**config.mk**
```make
export PLATFORM = sky130hd
export DESIGN_NAME = mmtb_mac
export DESIGN_NICKNAME = d
export VERILOG_FILES = /design/src/sv/mmtb_pkg.sv /design/src/sv/mmtb_mac.sv
export SDC_FILE = /design/constraint.sdc
export NUM_CORES = 1
export LEC_CHECK = 0
export ABC_AREA = 1
export BUFFER_PORTS_ARGS = -buffer_cell sky130_fd_sc_hd__buf_2
export CORE_ASPECT_RATIO = 0.75
export CORE_MARGIN = 4
export CORE_UTILIZATION = 52
export CTS_CLUSTER_DIAMETER = 30
export DETAILED_ROUTE_END_ITERATION = 12
export PLACE_DENSITY = 0.74
export SKIP_LAST_GASP = 1
export SLEW_MARGIN = 10
export SYNTH_ARGS = -nofsm -noshare
export SYNTH_HDL_FRONTEND = slang
export SYNTH_SLANG_ARGS = --single-unit
export TNS_END_PERCENT = 50
```
**constraint.sdc**
```tcl
create_clock -name clk -period 11.9 [get_ports clk]
set_input_delay 2.975 -clock clk [delete_from_list [all_inputs] [get_ports clk]]
set_output_delay 2.975 -clock clk [all_outputs]
set_load 0.02 [all_outputs]
```
**src/sv/mmtb_pkg.sv**
```systemverilog
// Shared types, constants and helpers for the transposed-B integer matrix product.
`timescale 1ns / 1ps
package mmtb_pkg;

  localparam int MAX_DIM    = 16;
  localparam int IDX_W      = $clog2(MAX_DIM);
  localparam int DIM_W      = $clog2(MAX_DIM + 1);
  localparam int ADDR_W     = 2 * IDX_W;
  localparam int DEPTH      = MAX_DIM * MAX_DIM;
  localparam int DATA_W     = 32;
  localparam int CFG_IDX_W  = 2;

  localparam logic [1:0] KIND_WRITE_A = 2'd0;
  localparam logic [1:0] KIND_WRITE_B = 2'd1;
  localparam logic [1:0] KIND_QUERY   = 2'd2;

  localparam logic [CFG_IDX_W-1:0] CFG_ROWS_M  = 2'd0;
  localparam logic [CFG_IDX_W-1:0] CFG_INNER_N = 2'd1;
  localparam logic [CFG_IDX_W-1:0] CFG_COLS_O  = 2'd2;

  typedef struct packed {
    logic [1:0]               kind;
    logic [3:0]               row;
    logic [3:0]               col;
    logic signed [DATA_W-1:0] value;
  } in_word_t;

  typedef struct packed {
    logic signed [DATA_W-1:0] product_value;
    logic [3:0]               out_row;
    logic [3:0]               out_col;
    logic                     range_error;
  } out_word_t;

  typedef struct packed {
    logic clear;
    logic operand_valid;
  } mac_ctl_t;

  typedef enum logic [1:0] {
    ST_IDLE,
    ST_RUN,
    ST_DRAIN,
    ST_FINISH
  } state_t;

  // Clamp a size register to the range 1..MAX_DIM.
  function automatic logic [DIM_W-1:0] eff_dim(input logic [DIM_W-1:0] r);
    logic [DIM_W-1:0] d;
    if (r == '0) begin
      d = DIM_W'(1);
    end else if (r > DIM_W'(MAX_DIM)) begin
      d = DIM_W'(MAX_DIM);
    end else begin
      d = r;
    end
    return d;
  endfunction

endpackage

```
**src/sv/mmtb_mac.sv**
```systemverilog
// Shared multiply-accumulate unit: registered product, then wrapping accumulate.
`timescale 1ns / 1ps
module mmtb_mac (
  input  logic                          clk,
  input  logic                          rst,
  input  mmtb_pkg::mac_ctl_t            ctl,
  input  logic [mmtb_pkg::DATA_W-1:0]   a_data,
  input  logic [mmtb_pkg::DATA_W-1:0]   b_data,
  output logic [mmtb_pkg::DATA_W-1:0]   acc,
  output logic                          busy
);

  logic [mmtb_pkg::DATA_W-1:0] prod;
  logic                        prod_valid;

  always_ff @(posedge clk) begin
    if (rst) begin
      prod_valid <= 1'b0;
    end else begin
      prod_valid <= ctl.operand_valid;
    end
  end

  // Low 32 bits of the product are the same for signed and unsigned operands.
  always_ff @(posedge clk) begin
    prod <= a_data * b_data;
    if (ctl.clear) begin
      acc <= '0;
    end else if (prod_valid) begin
      acc <= acc + prod;
    end
  end

  assign busy = prod_valid;

endmodule

```
* After elaboration in Yosys (flattened, before gate mapping)
Index checks and enable logic that the tools add are counted.
Storage, ports and cells: bits in registers 65, latch bits 0, RAM bits 0, memory bits (read-only) 0, bits of input ports 68, output and inout port bits 33, memories 0
Operators by class: add/sub/neg operators 1, multipliers 1, divide/modulo/power cells 0, magnitude comparators 0, eq/ne operators 0, shift operators 0, multiplexer cells 0, bitwise operators 0, reductions and logical operators 0
Operators by type and width (count):
- $add A32 B32 Y32 | 1
- $mul A32 B32 Y32 | 1

* Longest topological paths before layout
depth after elaboration 1, gate-level depth with buffers 29, mapped depth without buffers 28

* Worst setup path before layout
No wires, ideal clock.
kind in2reg, start point in b_data[12] (netlist bit), end point reg prod[31] (netlist bit), setup time 113 ps, data arrival time 8890 ps, data required time 11787 ps, slack 2897 ps, stages on the path 26, path through clkbuf_1 buf_1 nand2_1 fa_1 inv_1 fa_1 inv_1 fa_1 inv_1 fa_1 inv_1 fa_1 inv_1 fa_1 fa_1 fa_1 ha_1 nand2_1 inv_1 nand3_1 nor3_1 nand3_1 nand3_1 a31oi_1 nand3_1 nand2_1
On the way: word-level cells in the longest chain between the ends 1
Ends and longest elaborated chain:
- start, declared | RTL line mmtb_mac.sv:8 | input logic [mmtb_pkg::DATA_W-1:0] b_data,
- $mul A32 B32 Y32 | RTL line mmtb_mac.sv:26 | prod <= a_data * b_data;
- end signal, assigned | RTL line mmtb_mac.sv:26
- end, declared | RTL line mmtb_mac.sv:13 | logic [mmtb_pkg::DATA_W-1:0] prod;
No other way between the ends. A chain may end at the register's enable or synchronous reset.

* Worst setup path in the final report
start point in b_data[8] (netlist bit), end point reg prod[31] (netlist bit)
Same word-level chain as after synthesis.

==> run summary <==
- **NumNets Final** 3,433
- **prevailing post-synth register cell** sky130_fd_sc_hd__dfxtp_1
- **clock skew** 0.00760 ns
- **maximum number of pins on one net before global-route repair** 46
- **remaining global-route overflow** 0
- **number of warnings printed during yosys synthesis** 0
- **fraction of layout instances using a drive strength above 1** 0.0499
- **fraction of synthesis flops using an asynchronous set or reset pin** 0
- **post-CTS setup buffers** 0
- **endpoint type of the worst setup path** register
- **number of different library cells in the post-synthesis netlist** 44
- **antenna-violating nets left** 0
- **area of the die** 0.0426 sq mm
- **initial cell density of the core** 0.531
- **average wire per cell in the routed design** 17.6 um
- **number of iterations in the first detailed-routing pass** 7
- **via count of the first global-routing pass** 17,800
- **worst skew pair latency** 0.34 ns
- **post-route fraction of the period consumed by the critical path** 0.777
- **number of enable flip-flop cells after synthesis** 0
- **Post-Syn Area** 0.0205 sq mm
- **data required time at the worst endpoint** 12.13 ns
- **most common library cell in the layout ignoring fill and taps** sky130_fd_sc_hd__inv_1
- **Vias** 17,400
- **area fraction of the dominant cell type after synthesis** 0.400
- **cell type group with the largest total delay on the critical path** adder cells
- **clock tree root buffer cell** sky130_fd_sc_hd__clkbuf_16
- **Min-Delay Path Class** reg2reg
- **library cell contributing the largest single delay on the critical path** sky130_fd_sc_hd__fa_1
- **outcome** completed
- **average cell area after synthesis** 7.30 sq um
- **largest area contributor in the synthesized netlist** sky130_fd_sc_hd__fa_1
- **RSZ-0062 raised after global routing** false
- **CTS H-tree lvls** 3
- **hold-fix buffer count after cts** 0
- **number of resized instances in the post-cts repair step** 0
- **maxcap violations** 0
- **largest cells by area after synthesis** sky130_fd_sc_hd__fa_1, sky130_fd_sc_hd__inv_1, sky130_fd_sc_hd__nand2_1, sky130_fd_sc_hd__ha_1, sky130_fd_sc_hd__dfxtp_1
- **I/O pins** 101
- **number of buffers created by CTS** 9
- **number of failing setup endpoints in the final timing report** 0
- **area added between synthesis and finish** 4.96%
- **Relative slew margins** 0.390
- **instance count of the mapped netlist** 2,804
- **Worst Path Class, Setup** in2reg
- **Max Clk Rate** 108 MHz
- **accumulated negative setup slack** 0 ns
- **data arrival time of the worst path** 9.48 ns
- **Crit path buffers/inverters** 7
- **routed wire length** 58.6 mm
- **launching element type of the critical path** input pin
- **sink count of the clock tree** 65
- **row count** 62
- **highest-count cells in the layout ignoring fill and taps** sky130_fd_sc_hd__inv_1, sky130_fd_sc_hd__nand2_1, sky130_fd_sc_hd__fa_1
- **diode count** 0
- **post-route DRC violation count** 0
- **number of antenna violations at the first check in global routing** 0
- **via density per instance** 5.24
- **delay of the slowest critical-path stage** 0.61 ns
- **Net Count, Synth** 3,435
- **top fanout value on the critical path** 25
- **combined global-route utilization of all metal layers** 0.275
- **Setup WS pre-CTS** 2.37 ns
- **transition time at the pin with the least slew margin** 0.916 ns
- **number of DRC markers in iteration 0** 1,913
- **smallest setup slack after layout** 2.65 ns
- **number of port buffers** 100
- **CTS tree** yes
- **post-synthesis register bit count** 65
- **area of the core** 0.0386 sq mm
- **register area share after synthesis** 0.0636
- **routability congestion estimate** 0.964
- **buffer depth of the longest clock path** 2
- **most frequent cell on the critical path** sky130_fd_sc_hd__fa_1
- **die height** 180 um
- **final slew viol count** 0
- **die boundary width** 237 um
- **wire length of the first global-routing pass** 94.3 mm
- **detailed placer's ending HPWL** 48.2 mm
- **Final Hold Fails** 0
- **minimum clock period after layout** 9.25 ns
- **clock edge transition at the registers on the reported setup and hold paths** 0.06 ns
==> cells by family after synthesis <==
logic type      synth area share
simple gates               0.198
buf+inv                    0.174
fa+ha+maj                  0.494
compound gates            0.0502
flops                     0.0636
xor+xnor                  0.0201
==> synthesized netlist by cell type, types with 5 or more instances <==
library cell,number
sky130_fd_sc_hd__nand2_1,779
sky130_fd_sc_hd__xnor2_1,11
sky130_fd_sc_hd__inv_1,821
sky130_fd_sc_hd__nand3b_1,8
sky130_fd_sc_hd__a21oi_1,66
sky130_fd_sc_hd__nand4_1,13
sky130_fd_sc_hd__buf_1,14
sky130_fd_sc_hd__xor2_1,36
sky130_fd_sc_hd__clkbuf_1,75
sky130_fd_sc_hd__fa_1,409
sky130_fd_sc_hd__a31oi_1,5
sky130_fd_sc_hd__nand3_1,81
sky130_fd_sc_hd__ha_1,154
sky130_fd_sc_hd__o21ai_0,52
sky130_fd_sc_hd__nor3_1,12
sky130_fd_sc_hd__buf_2,22
sky130_fd_sc_hd__o21a_1,6
sky130_fd_sc_hd__o211ai_1,6
sky130_fd_sc_hd__dfxtp_1,65
sky130_fd_sc_hd__nand2_2,6
sky130_fd_sc_hd__a21o_1,9
sky130_fd_sc_hd__nor2_1,113
==> registers in the layout (all words and copies together) (netlist names) <==
register  count
acc          32
busy          1
prod         32
==> metrics by stage <==
stage                     hold slack [ns]  instance area (sq um)   util  cells
after global placement              0.526                  21100  0.549   3303
after detailed placement            0.540                  21100  0.549   3303
after floorplan                     0.541                  20500      -   2804
final                               0.538                  21500  0.557   3319
after global routing                0.559                  21500  0.557   3319
after CTS                           0.551                  21500  0.557   3319
==> final cells by class <==
type                       count  area, sq um
sequential                    65         1300
clock inverter                 7          103
inverter                     822         3090
timing repair buffer         103          523
tap                          512          641
multi-input combinational   1801        15600
clock buffer                   9          225
fill                        3560        17100
==> worst reg2reg max path: stages (launching register included) <==
cell	delay, ns
sky130_fd_sc_hd__dfxtp_1	0.35
sky130_fd_sc_hd__ha_1	0.17
sky130_fd_sc_hd__inv_1	0.05
sky130_fd_sc_hd__fa_1	0.40
sky130_fd_sc_hd__nand3b_1	0.17
sky130_fd_sc_hd__nand3_1	0.26
sky130_fd_sc_hd__a21oi_1	0.10
sky130_fd_sc_hd__o21ai_0	0.57
sky130_fd_sc_hd__nand3_1	0.24
sky130_fd_sc_hd__nand4_1	0.15
sky130_fd_sc_hd__nand3_1	0.08
sky130_fd_sc_hd__o211ai_1	0.10
sky130_fd_sc_hd__inv_1	0.06
==> worst paths after layout <==
kind | startpoint | end | slack (ns) | cells past startpoint
setup / recovery | b_data[8] | prod[31] | 2.65 | 25
hold / removal | acc[31] | acc[31] | 0.54 | 2
setup reg to reg | acc[0] | acc[22] | 9.08 | 12
hold reg to reg | acc[31] | acc[31] | 0.54 | 2
==> layer usage <==
layer / up-vias / part of all wire / GRT usage / wire (um)
met5: - / 0 / 0 / 0
met4: 0 / 0.014 / 0.0385 / 808
met3: 77 / 0.14 / 0.0881 / 8140
met2: 955 / 0.41 / 0.390 / 23800
met1: 8379 / 0.44 / 0.421 / 25800
li1: 7993 / - / - / -
Power is left out: the tool's default activity adds up to more than one toggle a clock period on the data nets, which glitch-free logic cannot reach.
