`config.mk`:
```
export PLATFORM = sky130hd
export DESIGN_NAME = mmtb_ctrl
export DESIGN_NICKNAME = d
export VERILOG_FILES = /design/src/sv/mmtb_pkg.sv /design/src/sv/mmtb_ctrl.sv
export SDC_FILE = /design/constraint.sdc
export NUM_CORES = 1
export LEC_CHECK = 0
export ABC_CLOCK_PERIOD_IN_PS = 9800
export BUFFER_PORTS_ARGS = -buffer_cell sky130_fd_sc_hd__buf_4
export CAP_MARGIN = 20
export CORE_MARGIN = 2
export CORE_UTILIZATION = 49
export DETAILED_ROUTE_END_ITERATION = 8
export PLACE_DENSITY = 0.86
export SYNTH_ARGS = -nofsm -noshare
export SYNTH_HDL_FRONTEND = slang
export SYNTH_SLANG_ARGS = --single-unit
```
`constraint.sdc`:
```
create_clock -name clk -period 9.8 [get_ports clk]
set_clock_uncertainty 0.05 [all_clocks]
set_input_delay 1.96 -clock clk [delete_from_list [all_inputs] [get_ports clk]]
set_output_delay 1.96 -clock clk [all_outputs]
set_load 0.03 [all_outputs]
```
`src/sv/mmtb_pkg.sv`:
```
// Shared types, constants and helpers for the transposed-B integer matrix product.
`timescale 1ns / 1ps
package mmtb_pkg;

  localparam int MAX_DIM    = 16;
  localparam int IDX_W      = $clog2(MAX_DIM);
  localparam int DIM_W      = $clog2(MAX_DIM + 1);
  localparam int ADDR_W     = 2 * IDX_W;
  localparam int DEPTH      = MAX_DIM * MAX_DIM;
  localparam int DATA_W     = 32;
  localparam int CFG_IDX_W  = 2;

  localparam logic [1:0] KIND_WRITE_A = 2'd0;
  localparam logic [1:0] KIND_WRITE_B = 2'd1;
  localparam logic [1:0] KIND_QUERY   = 2'd2;

  localparam logic [CFG_IDX_W-1:0] CFG_ROWS_M  = 2'd0;
  localparam logic [CFG_IDX_W-1:0] CFG_INNER_N = 2'd1;
  localparam logic [CFG_IDX_W-1:0] CFG_COLS_O  = 2'd2;

  typedef struct packed {
    logic [1:0]               kind;
    logic [3:0]               row;
    logic [3:0]               col;
    logic signed [DATA_W-1:0] value;
  } in_word_t;

  typedef struct packed {
    logic signed [DATA_W-1:0] product_value;
    logic [3:0]               out_row;
    logic [3:0]               out_col;
    logic                     range_error;
  } out_word_t;

  typedef struct packed {
    logic clear;
    logic operand_valid;
  } mac_ctl_t;

  typedef enum logic [1:0] {
    ST_IDLE,
    ST_RUN,
    ST_DRAIN,
    ST_FINISH
  } state_t;

  // Clamp a size register to the range 1..MAX_DIM.
  function automatic logic [DIM_W-1:0] eff_dim(input logic [DIM_W-1:0] r);
    logic [DIM_W-1:0] d;
    if (r == '0) begin
      d = DIM_W'(1);
    end else if (r > DIM_W'(MAX_DIM)) begin
      d = DIM_W'(MAX_DIM);
    end else begin
      d = r;
    end
    return d;
  endfunction

endpackage

```
`src/sv/mmtb_ctrl.sv`:
```
// Sequencer: config registers, store writes, dot-product walk and output register.
`timescale 1ns / 1ps
module mmtb_ctrl (
  input  logic                              clk,
  input  logic                              rst,
  input  logic                              in_valid,
  output logic                              in_stall,
  input  mmtb_pkg::in_word_t                in_data,
  output logic                              out_valid,
  input  logic                              out_stall,
  output mmtb_pkg::out_word_t               out_data,
  input  logic                              cfg_we,
  input  logic [mmtb_pkg::CFG_IDX_W-1:0]    cfg_index,
  input  logic [mmtb_pkg::DIM_W-1:0]        cfg_data,
  output logic                              a_we,
  output logic                              b_we,
  output logic [mmtb_pkg::ADDR_W-1:0]       waddr,
  output logic [mmtb_pkg::DATA_W-1:0]       wdata,
  output logic [mmtb_pkg::ADDR_W-1:0]       a_raddr,
  output logic [mmtb_pkg::ADDR_W-1:0]       b_raddr,
  output mmtb_pkg::mac_ctl_t                mac_ctl,
  input  logic [mmtb_pkg::DATA_W-1:0]       acc,
  input  logic                              mac_busy
);

  mmtb_pkg::state_t state, state_next;

  logic [mmtb_pkg::DIM_W-1:0] rows_m, inner_n, cols_o;
  logic [mmtb_pkg::DIM_W-1:0] dim_m, dim_n, dim_o;
  logic [mmtb_pkg::IDX_W-1:0] q_row, q_col, step, last_step;
  logic                       q_bad;
  logic                       rd_valid;
  logic                       accept, is_query, bad_now, issue, load;

  assign dim_m = mmtb_pkg::eff_dim(rows_m);
  assign dim_n = mmtb_pkg::eff_dim(inner_n);
  assign dim_o = mmtb_pkg::eff_dim(cols_o);

  assign accept   = in_valid && !in_stall;
  assign is_query = (in_data.kind == mmtb_pkg::KIND_QUERY);
  assign bad_now  = ({1'b0, in_data.row} >= dim_m) || ({1'b0, in_data.col} >= dim_o);

  always_ff @(posedge clk) begin
    if (rst) begin
      rows_m  <= mmtb_pkg::DIM_W'(mmtb_pkg::MAX_DIM);
      inner_n <= mmtb_pkg::DIM_W'(mmtb_pkg::MAX_DIM);
      cols_o  <= mmtb_pkg::DIM_W'(mmtb_pkg::MAX_DIM);
    end else if (cfg_we) begin
      case (cfg_index)
        mmtb_pkg::CFG_ROWS_M:  rows_m  <= cfg_data;
        mmtb_pkg::CFG_INNER_N: inner_n <= cfg_data;
        mmtb_pkg::CFG_COLS_O:  cols_o  <= cfg_data;
        default: ;
      endcase
    end
  end

  // Next state.
  always_comb begin
    state_next = state;
    case (state)
      mmtb_pkg::ST_IDLE: begin
        if (accept && is_query) begin
          state_next = bad_now ? mmtb_pkg::ST_FINISH : mmtb_pkg::ST_RUN;
        end
      end
      mmtb_pkg::ST_RUN: begin
        if (step == last_step) begin
          state_next = mmtb_pkg::ST_DRAIN;
        end
      end
      mmtb_pkg::ST_DRAIN: begin
        if (!rd_valid && !mac_busy) begin
          state_next = mmtb_pkg::ST_FINISH;
        end
      end
      mmtb_pkg::ST_FINISH: begin
        if (load) begin
          state_next = mmtb_pkg::ST_IDLE;
        end
      end
      default: state_next = mmtb_pkg::ST_IDLE;
    endcase
  end

  // Outputs of the sequencer.
  always_comb begin
    in_stall = 1'b1;
    issue    = 1'b0;
    load     = 1'b0;
    case (state)
      mmtb_pkg::ST_IDLE:   in_stall = 1'b0;
      mmtb_pkg::ST_RUN:    issue = 1'b1;
      mmtb_pkg::ST_DRAIN:  ;
      mmtb_pkg::ST_FINISH: load = !out_valid || !out_stall;
      default: ;
    endcase
  end

  assign a_we    = accept && (in_data.kind == mmtb_pkg::KIND_WRITE_A);
  assign b_we    = accept && (in_data.kind == mmtb_pkg::KIND_WRITE_B);
  assign waddr   = {in_data.row, in_data.col};
  assign wdata   = in_data.value;
  assign a_raddr = {q_row, step};
  assign b_raddr = {q_col, step};

  assign mac_ctl.clear         = accept && is_query;
  assign mac_ctl.operand_valid = rd_valid;

  always_ff @(posedge clk) begin
    if (rst) begin
      state     <= mmtb_pkg::ST_IDLE;
      rd_valid  <= 1'b0;
      out_valid <= 1'b0;
    end else begin
      state    <= state_next;
      rd_valid <= issue;
      if (load) begin
        out_valid <= 1'b1;
      end else if (!out_stall) begin
        out_valid <= 1'b0;
      end
    end
  end

  always_ff @(posedge clk) begin
    if (accept && is_query) begin
      q_row     <= in_data.row;
      q_col     <= in_data.col;
      q_bad     <= bad_now;
      step      <= '0;
      last_step <= mmtb_pkg::IDX_W'(dim_n - mmtb_pkg::DIM_W'(1));
    end else if (issue) begin
      step <= step + mmtb_pkg::IDX_W'(1);
    end
    if (load) begin
      out_data.product_value <= q_bad ? '0 : acc;
      out_data.out_row       <= q_row;
      out_data.out_col       <= q_col;
      out_data.range_error   <= q_bad;
    end
  end

endmodule

```
==> Word-level counts from Yosys, hierarchy flattened <==
Cells that the tools add are included.
{ "op_classes": {"muxes": 17, "eq_ne": 13, "magnitude_cmp": 5, "add_sub_neg": 2, "n_reduce_logical": 21} }
{ "ops": {"columns": ["cell", "count"], "rows": [
  ["$mux W5", 4],
  ["$gt A5 B5 Y1 const B", 3],
  ["$logic_not A5 Y1", 3],
  ["$ge A4 B5 Y1", 2],
  ["$mux W2", 5],
  ["$eq A2 B2 Y1 const B", 4],
  ["$mux W4", 2],
  ["$ne A2 B2 Y1 const B", 4],
  ["$pmux W2 S4", 1],
  ["$eq A2 B1 Y1 const B", 3],
  ["$logic_not A2 Y1", 3],
  ["$reduce_and A2 Y1", 3],
  ["$logic_and A1 B1 Y1", 5],
  ["$mux W1", 5],
  ["$add A4 B1 Y4 const B", 1],
  ["$eq A4 B4 Y1", 1],
  ["$logic_not A1 Y1", 4],
  ["$reduce_and A4 Y1", 1],
  ["$sub A4 B1 Y4 const B", 1],
  ["$logic_or A1 B1 Y1", 2],
  ["$ne A2 B1 Y1 const B", 1]
]} }
{ "word_totals": {"regBits": 77, "in_bits": 87} }

==> Depth between registers and ports, before layout <==
{ "logic_depth": {"word_depth": 8, "mapped_depth": 9, "mapped_depth_nobuf": 9} }

==> Least setup slack after synthesis <==
OpenSTA, ideal clock, no wires.
{ "synth_path": {"path_type": "input -> register", "from": "in out_stall", "to": "reg out_data[0] in the netlist's numbering (enable)", "setup_ns": 0.502, "setup_slack_ns": 4.267, "cell_stages": 1, "arrival_time_ns": 4.981, "t_required_ns": 9.248, "path_buffers": 0, "cell_sequence": "a21boi_0"} }
{ "synth_via": {"elab_chain_cells": 3} }
{ "synth_lines": {"columns": ["element", "line", "text"], "rows": [
  ["from (decl)", "mmtb_ctrl.sv:10", "input logic out_stall,"],
  ["$logic_not A1 Y1", null, null],
  ["$logic_or A1 B1 Y1", "mmtb_ctrl.sv:95", "mmtb_pkg::ST_FINISH: load = !out_valid || !out_stall;"],
  ["$mux W1", "mmtb_ctrl.sv:91", "case (state)"],
  ["to (decl)", "mmtb_ctrl.sv:11", "output mmtb_pkg::out_word_t out_data,"]
]} }
Every way passes these cells.
A chain may end at the register's enable or synchronous reset.

==> results list <==
* Status: finished, final reports clean
* FF-to-FF End: state[1]$_SDFFE_PP0P_
* Max-cap viol count: 0
- Routed wire length per instance: 14.3 microns
- Cell types with the highest counts after synthesis: 54 x sky130_fd_sc_hd__edfxtp_1, 45 x sky130_fd_sc_hd__buf_4, 35 x sky130_fd_sc_hd__nor2b_1
* Period utilization: 53.4%
* Pin count of the biggest net entering global routing: 42
- Headroom to the max-slew limit came out at 33.8%.
- Category of the worst setup path capture point: output pin
* Post-Syn Area: 3570 sq um
* DR vias/cell: 4.72
* Synthesis-to-finish area growth: 25.0%
* FF+latch count, synth: 77
- The placed instances occupy a cell area of 4270 sq um.
- Timing would allow up to 0.191 GHz.
- Of all nets on the critical path, the largest fanout is 19.
- Origin of the worst min-delay path: q_col[3]$_DFFE_PP_
- Aggregate negative setup slack: 0 ns
* Final max-slew violation count: 0
* EDFF count, synth: 54
- Post-layout min period: 5.24 ns
* Number of warning messages in the yosys log: 0
- Antenna-violating nets left: 0
- Most used DFF post-synth: sky130_fd_sc_hd__edfxtp_1
* Finished Cell Area: 4460 sq um
- At the end of routability-driven placement, the weighted congestion stood at 0.748.
- Setup Buffers After CTS: 0
* Initial drt markers: 69
* Per-instance average area after synthesis: 12.5 sq um
- Summed over all cells, the static leakage comes to 1.88 nW.
- XOR/XNOR Fraction of Synth Area: 2.39%
* Antenna diode count: 0
* Minimum setup slack after placement: 4.55 ns
- R2R Path Start: state[0]$_SDFFE_PP0P_
- Largest voltage drop on the vdd net: 0.0717 mV
* Multiplexer share of the synthesized area: 3.65%
* Cell types occupying the most area after synthesis: sky130_fd_sc_hd__edfxtp_1 45%, sky130_fd_sc_hd__dfxtp_1 13%, sky130_fd_sc_hd__buf_4 9.5%
* Chip height: 89.3 microns
- Counting the buffers created by CTS gives 9.
* Clock tree from TritonCTS: done
- The count of final hold-check violations came to 0.
- Syn_nets: 388
- Terminating pin of the worst hold path: out_data[4]$_DFFE_PP_
- Summing over every cut layer, the via total after detailed routing is 2244.
* Clock latency at the later pin of the worst-skew pair: 0.34 ns
- The via count of the first global-routing pass was 2126.
* Die X-Extent: 89.3 microns
- Critical Path AT: 3.23 ns
- The worst setup path is of the in -> out kind.
- Post-cts hold buffer count: 0
* Share of async-settable or async-resettable flops after synthesis: 0%
* Endpoint required time on the critical path: 7.79 ns
- The clock net in this run drives a total of 77 sinks.
- Post-CTS sizing: 0
- Setup slack on the worst flop-to-flop path: 7.60 ns
* Worst min-delay path category: reg -> reg
- Wires add up to 6800 microns.
- Leading cell type by number of instances after synthesis: sky130_fd_sc_hd__edfxtp_1
- Largest area contributor in the synthesized netlist: sky130_fd_sc_hd__edfxtp_1
* Site Rows: 31
* Post-layout nets: 473
* Power per cell area: 191 nW/um^2
- The initial utilization of the core area, before any placement, comes to 50.0%.
- The count of buffers added on input and output ports is 125.
- Die ar.: 7980 sq um
- Synthesized-area fraction occupied by and/or/nand/nor cells: 14.4%
- First-pass iteration count of the detailed router: 4
- The worst setup path is launched from an input pin.
* Initial antenna violation count: 0
- Share of synthesized cell area in full adder, half adder and majority cells: 5.26%
- Overall power after layout: 852 uW
- Once routing completed, OpenROAD measured the worst setup slack at 4.56 ns.
- Detailed placement ended at an HPWL of 5190 microns.
- Area of the core region: 7140 sq um
- After clock tree synthesis, the clock-pin slew on the worst setup and hold paths is 0.09 ns.
- The post-route netlist has 40.2% of its cells at a drive strength greater than 1.
* Register area share after synthesis: 58.4%
* First-pass GRT wire length: 9990 microns
- Compound-Gate Fraction of Synth Area: 4.46%
- Number of instances in the synthesized netlist: 286
- The H-tree was split into 3 levels.
- Hold Path Depth: 0
- During I/O placement, the number of pins put on the boundary was 190.
- Synthesis instantiated 42 different standard cells from the library.
- Root Buffer: sky130_fd_sc_hd__clkbuf_8
- In this run the biggest area consumer among cell types represents 45.5% of the synthesized area.
- The worst register-to-register path has a depth of 7.
* Setup repair after global routing missed its margin: no
- Slew @ Worst Pin: 0.992 ns
* Post-route DRC violation count: 0
- Global routing consumed, over all layers together, 16.5% of the routing resources.
* Number of endpoints failing setup at the final stage: 0
- By area, the combinational part of the netlist is dominated by simple AND/OR/NAND/NOR gates.
* Remaining global-route overflow: 0
- Maximum buffer depth of the clock tree: 2
registers in the layout (all words and copies together), names as in the netlist, 2 cells and up:
| name | cells |
|---|---|
| rows_m | 5 |
| cols_o | 5 |
| q_row | 4 |
| inner_n | 5 |
| last_step | 4 |
| q_col | 4 |
| state | 2 |
| out_data | 41 |
| step | 4 |
per-stage QoR:
stage	util [%]	std cells	hold WS, ns
6_report	62.5	475	0.398
5_1_grt	62.5	475	0.406
4_1_cts	62.5	475	0.400
3_5_place_dp	59.9	459	0.387
3_3_place_gp	59.9	459	0.383
2_1_floorplan	-	286	0.411
critical path: stages:
cell and delay, ns:
sky130_fd_sc_hd__buf_4 0.11, sky130_fd_sc_hd__and4b_1 0.85, sky130_fd_sc_hd__buf_4 0.30
worst max-delay path by stage:
| stage | startpoint | to | slack [ns] | depth (start not counted) |
|---|---|---|---|---|
| 3_5_place_dp | in_data[40] | mac_ctl[1] | 4.55 | 3 |
| 4_1_cts | in_data[40] | mac_ctl[1] | 4.55 | 3 |
| 6_report | in_data[40] | mac_ctl[1] | 4.56 | 3 |
| 5_1_grt | in_data[40] | mac_ctl[1] | 4.49 | 3 |
| 3_3_place_gp | in_data[40] | mac_ctl[1] | 4.58 | 3 |
| 2_1_floorplan | out_stall | out_data[0]$_DFFE_PP_ | 4.27 | 1 |
cell type report:
class                      instances  area (sq um)
inverter                          10          37.5
multi-input combinational        147          1080
fill                             581          2680
sequential                        77          2080
tap                               99           124
clock buffer                      11           131
clock inverter                     5          52.6
timing repair buffer             126           946
logic make-up after synthesis:
group	Yosys count
XOR/XNOR	8
flip-flops	77
multiplexers	13
AO/OA/AOI/OAI	18
AND/OR/NAND/NOR	93
buffers and inverters	62
adder cells (fa/ha/maj)	15
routing by layer:
layer | GRT usage [%] | vias to the layer above | part of all wire (%) | wire length (microns)
met4 | 5.16 | 0 | 0.88 | 60
met5 | 0 | - | 0 | 0
li1 | - | 1099 | - | -
met1 | 19.1 | 1033 | 38 | 2620
met3 | 5.63 | 12 | 9.4 | 640
met2 | 29.0 | 100 | 51 | 3490
where the power goes:
part / total, mW / internal, mW / switching, mW
Sequential: 0.399 / 0.375 / 0.0242
Combinational: 0.227 / 0.0956 / 0.132
Clock: 0.225 / 0.117 / 0.109
Total: 0.852 / 0.588 / 0.265
layout by cell type (no fill, tap or decap), drive strengths merged:
master and count:
buf 126, edfxtp 54, nor2b 35, nor2 26
dfxtp 23, ha 15, nand2 14, mux2i 13
clkbuf 11, inv 10, xnor2 6, nor3 4
nand2b 4, a21oi 4, o21ai 4, clkinv 4
nand3 2, nand3b 2, xor2 2, nor3b 2
o211ai 2, nand4 2, a21boi 1, a22o 1
a31oi 1, o21bai 1, o31ai 1, and4b 1
a211o 1, and3 1, o32ai 1, a211oi 1
bufinv 1
No activity file was read; power rests on OpenSTA's default activity.
